[src/rtl/double_ended_queue_unit_defines.svh]
// assertion macros for the deque unit
// used by the top level only; expects clk and rst_n in scope
`ifndef DOUBLE_ENDED_QUEUE_UNIT_DEFINES_SVH
`define DOUBLE_ENDED_QUEUE_UNIT_DEFINES_SVH

// same-cycle implication, disabled in reset
`define DEQ_ASSERT_NOW(lbl, ante, cons, msg) \
  lbl: assert property (@(posedge clk) disable iff (!rst_n) (ante) |-> (cons)) \
    else $error(msg);

// next-cycle implication, disabled in reset
`define DEQ_ASSERT_NEXT(lbl, ante, cons, msg) \
  lbl: assert property (@(posedge clk) disable iff (!rst_n) (ante) |=> (cons)) \
    else $error(msg);

`endif

[src/rtl/deq_pkg.sv]
// shared types and codes for the deque unit
// no dependencies
package deq_pkg;

  localparam int unsigned OP_W     = 3;
  localparam int unsigned VALUE_W  = 32;
  localparam int unsigned STATUS_W = 2;
  localparam int unsigned COUNT_W  = 5;

  localparam logic [OP_W-1:0] OP_PUSH_FRONT = 3'd0;
  localparam logic [OP_W-1:0] OP_PUSH_BACK  = 3'd1;
  localparam logic [OP_W-1:0] OP_POP_FRONT  = 3'd2;
  localparam logic [OP_W-1:0] OP_POP_BACK   = 3'd3;
  localparam logic [OP_W-1:0] OP_PEEK_FRONT = 3'd4;
  localparam logic [OP_W-1:0] OP_PEEK_BACK  = 3'd5;
  localparam logic [OP_W-1:0] OP_CONTAINS   = 3'd6;
  localparam logic [OP_W-1:0] OP_CLEAR      = 3'd7;

  localparam logic [STATUS_W-1:0] ST_OK    = 2'd0;
  localparam logic [STATUS_W-1:0] ST_EMPTY = 2'd1;
  localparam logic [STATUS_W-1:0] ST_FULL  = 2'd2;

  typedef struct packed {
    logic [OP_W-1:0]    operation;
    logic [VALUE_W-1:0] item_value;
  } deq_in_t;

  typedef struct packed {
    logic [VALUE_W-1:0]  result_value;
    logic                found;
    logic [STATUS_W-1:0] status;
    logic [COUNT_W-1:0]  count;
    logic                is_empty;
  } deq_out_t;

endpackage

[src/rtl/deq_ram.sv]
// generic single-write, single-read ram with registered read data
// no dependencies
module deq_ram #(
  parameter int unsigned WIDTH = 32,
  parameter int unsigned DEPTH = 16
) (
  input  logic                     clk,
  input  logic                     wr_en,
  input  logic [$clog2(DEPTH)-1:0] wr_addr,
  input  logic [WIDTH-1:0]         wr_data,
  input  logic [$clog2(DEPTH)-1:0] rd_addr,
  output logic [WIDTH-1:0]         rd_data
);

  logic [WIDTH-1:0] mem [DEPTH];

  always_ff @(posedge clk) begin
    if (wr_en) begin
      mem[wr_addr] <= wr_data;
    end
    rd_data <= mem[rd_addr];
  end

endmodule

[src/rtl/double_ended_queue_unit.sv]
// deque kept as a ring in one ram, with front index and count in registers
// depends on deq_pkg, deq_ram and double_ended_queue_unit_defines.svh
//
//  channel | ports                              | moves
//  --------+------------------------------------+-----------------------------
//  input   | in_valid, in_ready, in_data        | one operation per transfer
//  output  | out_valid, out_ready, out_data     | one result per operation
//
// push, clear, contains on empty and any pop/peek/push that hits empty or full: result loaded at the transfer
// pop and peek: ram read issued at the transfer, registered read data loaded as result in S_READ
// contains: words read from the front in S_SCAN until the first match, or to the back on a miss
// reset clears state, output valid, front index and count; the ram holds no reset state
// a new operation is taken only in idle and when the output register is free
// or its result is transferred in the same cycle
`include "double_ended_queue_unit_defines.svh"

module double_ended_queue_unit #(
  parameter int unsigned DEPTH = 16,
  parameter int unsigned WIDTH = 32
) (
  input  logic              clk,
  input  logic              rst_n,
  input  logic              in_valid,
  output logic              in_ready,
  input  deq_pkg::deq_in_t  in_data,
  output logic              out_valid,
  input  logic              out_ready,
  output deq_pkg::deq_out_t out_data
);

  import deq_pkg::*;

  localparam int unsigned IW = $clog2(DEPTH);
  localparam int unsigned CW = $clog2(DEPTH + 1);

  localparam logic [IW:0]   DEPTH_X  = (IW+1)'(DEPTH);
  localparam logic [IW-1:0] LAST_IDX = IW'(DEPTH - 1);
  localparam logic [CW-1:0] FULL_CNT = CW'(DEPTH);

  localparam logic [1:0] S_IDLE = 2'd0;
  localparam logic [1:0] S_READ = 2'd1;
  localparam logic [1:0] S_SCAN = 2'd2;

  // ring position of a + b, both below DEPTH
  function automatic logic [IW-1:0] ring_add(input logic [IW-1:0] a,
                                             input logic [IW-1:0] b);
    logic [IW:0] s;
    s = {1'b0, a} + {1'b0, b};
    if (s >= DEPTH_X) begin
      s = s - DEPTH_X;
    end
    return s[IW-1:0];
  endfunction

  logic [1:0]       state_r, state_nxt;
  logic [IW-1:0]    front_r, front_nxt;
  logic [CW-1:0]    count_r, count_nxt;
  logic [IW-1:0]    scan_r, scan_nxt;
  logic [WIDTH-1:0] key_r, key_nxt;
  logic             out_valid_r, out_valid_nxt;
  deq_out_t         out_data_r, out_data_nxt;

  logic             accept;
  logic             full;
  logic             empty;
  logic [IW-1:0]    back_off;
  logic [CW-1:0]    count_dec;
  logic [WIDTH-1:0] key_in;
  logic             wr_en;
  logic [IW-1:0]    wr_addr;
  logic [IW-1:0]    rd_addr;
  logic [WIDTH-1:0] rd_data;
  logic             scan_hit;
  logic             scan_last;

  logic                res_load;
  logic [WIDTH-1:0]    res_val;
  logic                res_found;
  logic [STATUS_W-1:0] res_status;
  logic [CW+4:0]       count_ext;

  assign in_ready  = (state_r == S_IDLE) && (!out_valid_r || out_ready);
  assign accept    = in_valid && in_ready;
  assign full      = (count_r == FULL_CNT);
  assign empty     = (count_r == '0);
  assign count_dec = count_r - 1'b1;
  assign back_off  = count_dec[IW-1:0];
  assign key_in    = WIDTH'(in_data.item_value);
  assign scan_hit  = (rd_data == key_r);
  assign scan_last = (scan_r == back_off);

  deq_ram #(
    .WIDTH (WIDTH),
    .DEPTH (DEPTH)
  ) u_ram (
    .clk     (clk),
    .wr_en   (wr_en),
    .wr_addr (wr_addr),
    .wr_data (key_in),
    .rd_addr (rd_addr),
    .rd_data (rd_data)
  );

  always_comb begin
    state_nxt  = state_r;
    front_nxt  = front_r;
    count_nxt  = count_r;
    scan_nxt   = scan_r;
    key_nxt    = key_r;
    wr_en      = 1'b0;
    wr_addr    = front_r;
    rd_addr    = front_r;
    res_load   = 1'b0;
    res_val    = '0;
    res_found  = 1'b0;
    res_status = ST_OK;

    case (state_r)
      S_IDLE: begin
        if (accept) begin
          case (in_data.operation)
            OP_PUSH_FRONT: begin
              res_load = 1'b1;
              if (full) begin
                res_status = ST_FULL;
              end else begin
                front_nxt = (front_r == '0) ? LAST_IDX : front_r - 1'b1;
                wr_en     = 1'b1;
                wr_addr   = front_nxt;
                count_nxt = count_r + 1'b1;
              end
            end
            OP_PUSH_BACK: begin
              res_load = 1'b1;
              if (full) begin
                res_status = ST_FULL;
              end else begin
                wr_en     = 1'b1;
                wr_addr   = ring_add(front_r, count_r[IW-1:0]);
                count_nxt = count_r + 1'b1;
              end
            end
            OP_POP_FRONT, OP_PEEK_FRONT: begin
              if (empty) begin
                res_load   = 1'b1;
                res_status = ST_EMPTY;
              end else begin
                rd_addr   = front_r;
                state_nxt = S_READ;
                if (in_data.operation == OP_POP_FRONT) begin
                  front_nxt = ring_add(front_r, IW'(1));
                  count_nxt = count_dec;
                end
              end
            end
            OP_POP_BACK, OP_PEEK_BACK: begin
              if (empty) begin
                res_load   = 1'b1;
                res_status = ST_EMPTY;
              end else begin
                rd_addr   = ring_add(front_r, back_off);
                state_nxt = S_READ;
                if (in_data.operation == OP_POP_BACK) begin
                  count_nxt = count_dec;
                end
              end
            end
            OP_CONTAINS: begin
              if (empty) begin
                res_load = 1'b1;
              end else begin
                rd_addr   = front_r;
                scan_nxt  = '0;
                key_nxt   = key_in;
                state_nxt = S_SCAN;
              end
            end
            OP_CLEAR: begin
              res_load  = 1'b1;
              front_nxt = '0;
              count_nxt = '0;
            end
            default: begin
              res_load = 1'b1;
            end
          endcase
        end
      end
      S_READ: begin
        // state already moved at the transfer; only the word is left
        res_load  = 1'b1;
        res_val   = rd_data;
        state_nxt = S_IDLE;
      end
      S_SCAN: begin
        // rd_data holds the word at offset scan_r from the front
        if (scan_hit || scan_last) begin
          res_load  = 1'b1;
          res_found = scan_hit;
          state_nxt = S_IDLE;
        end else begin
          scan_nxt = scan_r + 1'b1;
          rd_addr  = ring_add(front_r, scan_nxt);
        end
      end
      default: begin
        state_nxt = S_IDLE;
      end
    endcase
  end

  assign count_ext = {5'b0, count_nxt};

  always_comb begin
    out_valid_nxt = out_valid_r && !out_ready;
    out_data_nxt  = out_data_r;
    if (res_load) begin
      out_valid_nxt             = 1'b1;
      out_data_nxt.result_value = VALUE_W'(res_val);
      out_data_nxt.found        = res_found;
      out_data_nxt.status       = res_status;
      out_data_nxt.count        = count_ext[COUNT_W-1:0];
      out_data_nxt.is_empty     = (count_nxt == '0);
    end
  end

  always_ff @(posedge clk) begin
    if (!rst_n) begin
      state_r     <= S_IDLE;
      front_r     <= '0;
      count_r     <= '0;
      out_valid_r <= 1'b0;
    end else begin
      state_r     <= state_nxt;
      front_r     <= front_nxt;
      count_r     <= count_nxt;
      out_valid_r <= out_valid_nxt;
    end
  end

  always_ff @(posedge clk) begin
    scan_r     <= scan_nxt;
    key_r      <= key_nxt;
    out_data_r <= out_data_nxt;
  end

  assign out_valid = out_valid_r;
  assign out_data  = out_data_r;

  `DEQ_ASSERT_NOW(a_count_bound, 1'b1, count_r <= FULL_CNT, "count above depth")
  `DEQ_ASSERT_NOW(a_front_bound, 1'b1, front_r <= LAST_IDX, "front index out of ring")
  `DEQ_ASSERT_NOW(a_busy_out_free, state_r != S_IDLE, !out_valid_r,
                  "result pending while operation in flight")
  `DEQ_ASSERT_NEXT(a_push_grows,
                   accept && !full && (in_data.operation == OP_PUSH_FRONT ||
                                       in_data.operation == OP_PUSH_BACK),
                   count_r == $past(count_r) + 1'b1, "push did not grow count")

endmodule
[config.mk]
export PLATFORM = sky130hd
export DESIGN_NAME = double_ended_queue_unit
export DESIGN_NICKNAME = d
export VERILOG_FILES = /design/src/rtl/deq_pkg.sv /design/src/rtl/deq_ram.sv /design/src/rtl/double_ended_queue_unit.sv
export VERILOG_INCLUDE_DIRS = /design/src /design/src/rtl
export SDC_FILE = /design/constraint.sdc
export NUM_CORES = 1
export LEC_CHECK = 0
export BUFFER_PORTS_ARGS = -buffer_cell sky130_fd_sc_hd__buf_4
export CAP_MARGIN = 20
export CORE_MARGIN = 2
export CORE_UTILIZATION = 45
export DETAILED_ROUTE_END_ITERATION = 16
export SLEW_MARGIN = 10
export SYNTH_ARGS = -nofsm -noshare
export SYNTH_HDL_FRONTEND = slang
export SYNTH_SLANG_ARGS = --single-unit
[constraint.sdc]
create_clock -name clk -period 10.1 [get_ports clk]
set_clock_uncertainty 0.15 [all_clocks]
set_input_delay 2.02 -clock clk [delete_from_list [all_inputs] [get_ports clk]]
set_output_delay 2.02 -clock clk [all_outputs]
set_load 0.02 [all_outputs]
==> impl_metrics.toml <==
[clocking]
clkTransAtPathRegs_ns = 0.06
cts_root_buffer = "clkbuf_16"
cts_buffer_depth = 3
numCtsBuffers = 66
cts_resized = 0
cts_tree = "yes"
ctsHoldBuffers = 0
cts.sinks = 633
cts.htree.levels = 3
post_cts_buffers = 0
worstSkewPairLatency_ns = 0.59

[timing]
period_minus_slack_ns = 5.37
slew_violations = 0
setup_tns_ns = 0
rsz0062_at_grt = "false"
hold_viol = 0
max-slew-margin-rel_pct = 24.4
finalSetupViolations = 0
worstMarginPinSlew_ns = 1.13
period_share_pct = 53.2
fmax_ghz = 0.186

[run_status]
outcome = "complete, no violations"

[final_layout]
nNetsFinal = 1786
n_fill_cell = 4512
layout_commonest_cell = "edfxtp_1"
fin_util_pct = 52.1
final_cell_mix = "589 x edfxtp_1, 223 x nand2_1, 105 x buf_4"
num_antenna_cells = 0
syn2layout_area_growth_pct = 14.2
drive_gt1_share_pct = 13.5

[logic_synthesis]
syn_area_mm2 = 0.0252
synth.distinct_cells = 71
ys.flop_type = "edfxtp_1"
synth_seq_cells = 633
yosysTopAreaCellShare_pct = 70.2
async_reset_ff_share_pct = 0
synth_edf_count = 589
avgSynthCellArea_um2 = 15.3
yosysWarnings = 0
yosysSeqAreaShare_pct = 73.7
synth_top_cell_by_area = "edfxtp_1"
synthTopCellsByArea = "edfxtp_1 70%, mux2i_1 3.8%, dfxtp_1 3.5%, a32oi_1 3.3%, nand2_1 3.3%"
synthesis.nets = 1705
syn_inst = 1649

[drt]
drc = 0
ant_nets = 0
drtIter0Drc = 1408
vias = 14400
first_pass_iters = 5
wire_per_inst_um = 24.4
wl_mm = 61.8
viasPerCell = 5.68

[hold_path]
worstHoldPathType = "reg -> reg"

[placed_design]
place_congestion = 0.800
hpwl_mm = 32.6
io_buffers = 81

[setup_path]
critPathLaunchType = "primary input"
critPathMaxFanout = 89
required_ns = 10.49
cp.arrival_ns = 5.76
crit_type = "in -> reg"
end_kind = "flip-flop"

[global_routing]
grt_antenna_before_repair = 2
grt_max_degree = 163
grt_pass1_vias = 13900
grt_pass1_wl_mm = 91.1
overflow = 0
grt.total_usage_pct = 21.7

[power]
power_density_mw_per_mm2 = 198
pwr-share-comb_pct = 7.4
power_frac_seq_pct = 52.0
p_leak_uw = 0.00928
power_switching_uw = 1280
swShare_pct = 22.4
clkPwrFrac_pct = 40.7
ir_drop_mv = 0.160
p_int_uw = 4430

[floorplanning]
num_rows = 86
core_area_mm2 = 0.0552
die_h_um = 241
die_w_um = 241
die_area_mm2 = 0.0579
start_util_pct = 45.7
ios = 82

[run]
maxCapViolCount = 0
-- logic make-up (layout without fill, tap and decap cells) --
group | count (synthesis) | in the layout | synth area share [%]
AOI/OAI and AO/OA | 339 | 339 | 9.49
adders and majority gates | 17 | 17 | 0.933
xor gates and xnor gates | 49 | 49 | 1.79
buffers and inverters | 109 | 242 | 2.26
muxes | 97 | 97 | 3.87
DFF | 633 | 633 | 73.7
and+or+nand+nor | 405 | 405 | 8.00
-- worst max-delay path, cell delays in order --
cell and delay (ns):
buf_4 0.24, xor2_1 0.25, nand3b_1 0.16, or2_4 0.28, nand2_1 0.15, o211a_4 0.82
buf_4 0.97, a21oi_1 0.17, a21boi_1 0.17, o21ai_0 0.21, and4_1 0.21
-- power groups by stage --
stage	registers, uW	clock network, uW	logic [uW]
floorplan	3030	0	240
global placement	3020	0	410
detailed placement	3020	0	418
CTS	2970	2370	420
global route	2970	2470	457
finish	2970	2320	421
-- metrics by stage --
stage          hold slack (ns)  instances  cell area (um2)  setup slack (ns)  power (uW)
4_1_cts                  0.434       2528            28700              4.79        5760
3_5_place_dp             0.419       2408            26700              4.18        3440
5_1_grt                  0.459       2530            28800              4.47        5900
2_1_floorplan            0.378       1649            25200              3.71        3270
3_3_place_gp             0.414       2407            26600              4.08        3430
6_report                 0.427       2530            28800              4.73        5710
-- final cells by class --
| cell class | count | area [um2] | share of cell area [%] |
|---|---|---|---|
| tap | 748 | 936 | 3.25 |
| multi-input combinational | 907 | 6260 | 21.8 |
| inverter | 13 | 48.8 | 0.170 |
| clock inverter | 17 | 121 | 0.422 |
| sequential | 633 | 18600 | 64.5 |
| clock buffer | 103 | 1960 | 6.80 |
| timing repair buffer | 109 | 883 | 3.07 |
-- path summary, 6_finish.rpt --
kind / startpoint / slack [ns] / endpoint / cells past startpoint
worst max-delay path: in_data[33] / 4.73 / u_ram.rd_data[21] / 11
worst min-delay path: u_ram.rd_data[6] / 0.43 / out_data[15] / 1
worst max register to register: key_r[19] / 5.14 / u_ram.rd_data[21] / 10
worst min register to register: u_ram.rd_data[6] / 0.43 / out_data[15] / 1
-- per-layer routing --
metal,wire length (um),up-vias,track usage (%)
met2,29600,513,35.4
met5,27,-,0
li1,-,6509,-
met4,1320,4,6.79
met1,26900,7268,29.9
met3,3920,88,3.52
-- synthesized netlist by cell type (3+ instances only) --
| cell | instances |
|---|---|
| nor4_1 | 5 |
| o21ai_0 | 44 |
| a21boi_1 | 9 |
| nor3_1 | 8 |
| a21o_1 | 5 |
| inv_1 | 13 |
| nor2_1 | 45 |
| buf_6 | 13 |
| nand4_1 | 8 |
| buf_2 | 30 |
| nand2b_1 | 4 |
| fa_1 | 3 |
| clkbuf_1 | 45 |
| a21boi_0 | 57 |
| o41ai_1 | 3 |
| o21a_1 | 4 |
| nor2b_1 | 6 |
| mux2i_1 | 96 |
| xnor2_1 | 38 |
| a32oi_1 | 96 |
| and2_1 | 44 |
| nand3b_1 | 3 |
| and4_1 | 32 |
| ha_1 | 14 |
| xor2_1 | 9 |
| nand3_1 | 6 |
| buf_4 | 7 |
| nand2_1 | 223 |
| a21oi_1 | 81 |
| dfxtp_1 | 44 |
| and3_1 | 5 |
| edfxtp_1 | 589 |
| o21ai_1 | 11 |
-- state kept, by name, summed over array words and instances (netlist names), 2 cells and up --
| register | cells |
|---|---|
| key_r | 32 |
| scan_r | 4 |
| count_r | 5 |
| u_ram.mem | 512 |
| state_r | 2 |
| front_r | 4 |
| u_ram.rd_data | 32 |
| out_data | 41 |
No activity file was read; power rests on OpenSTA's default activity.
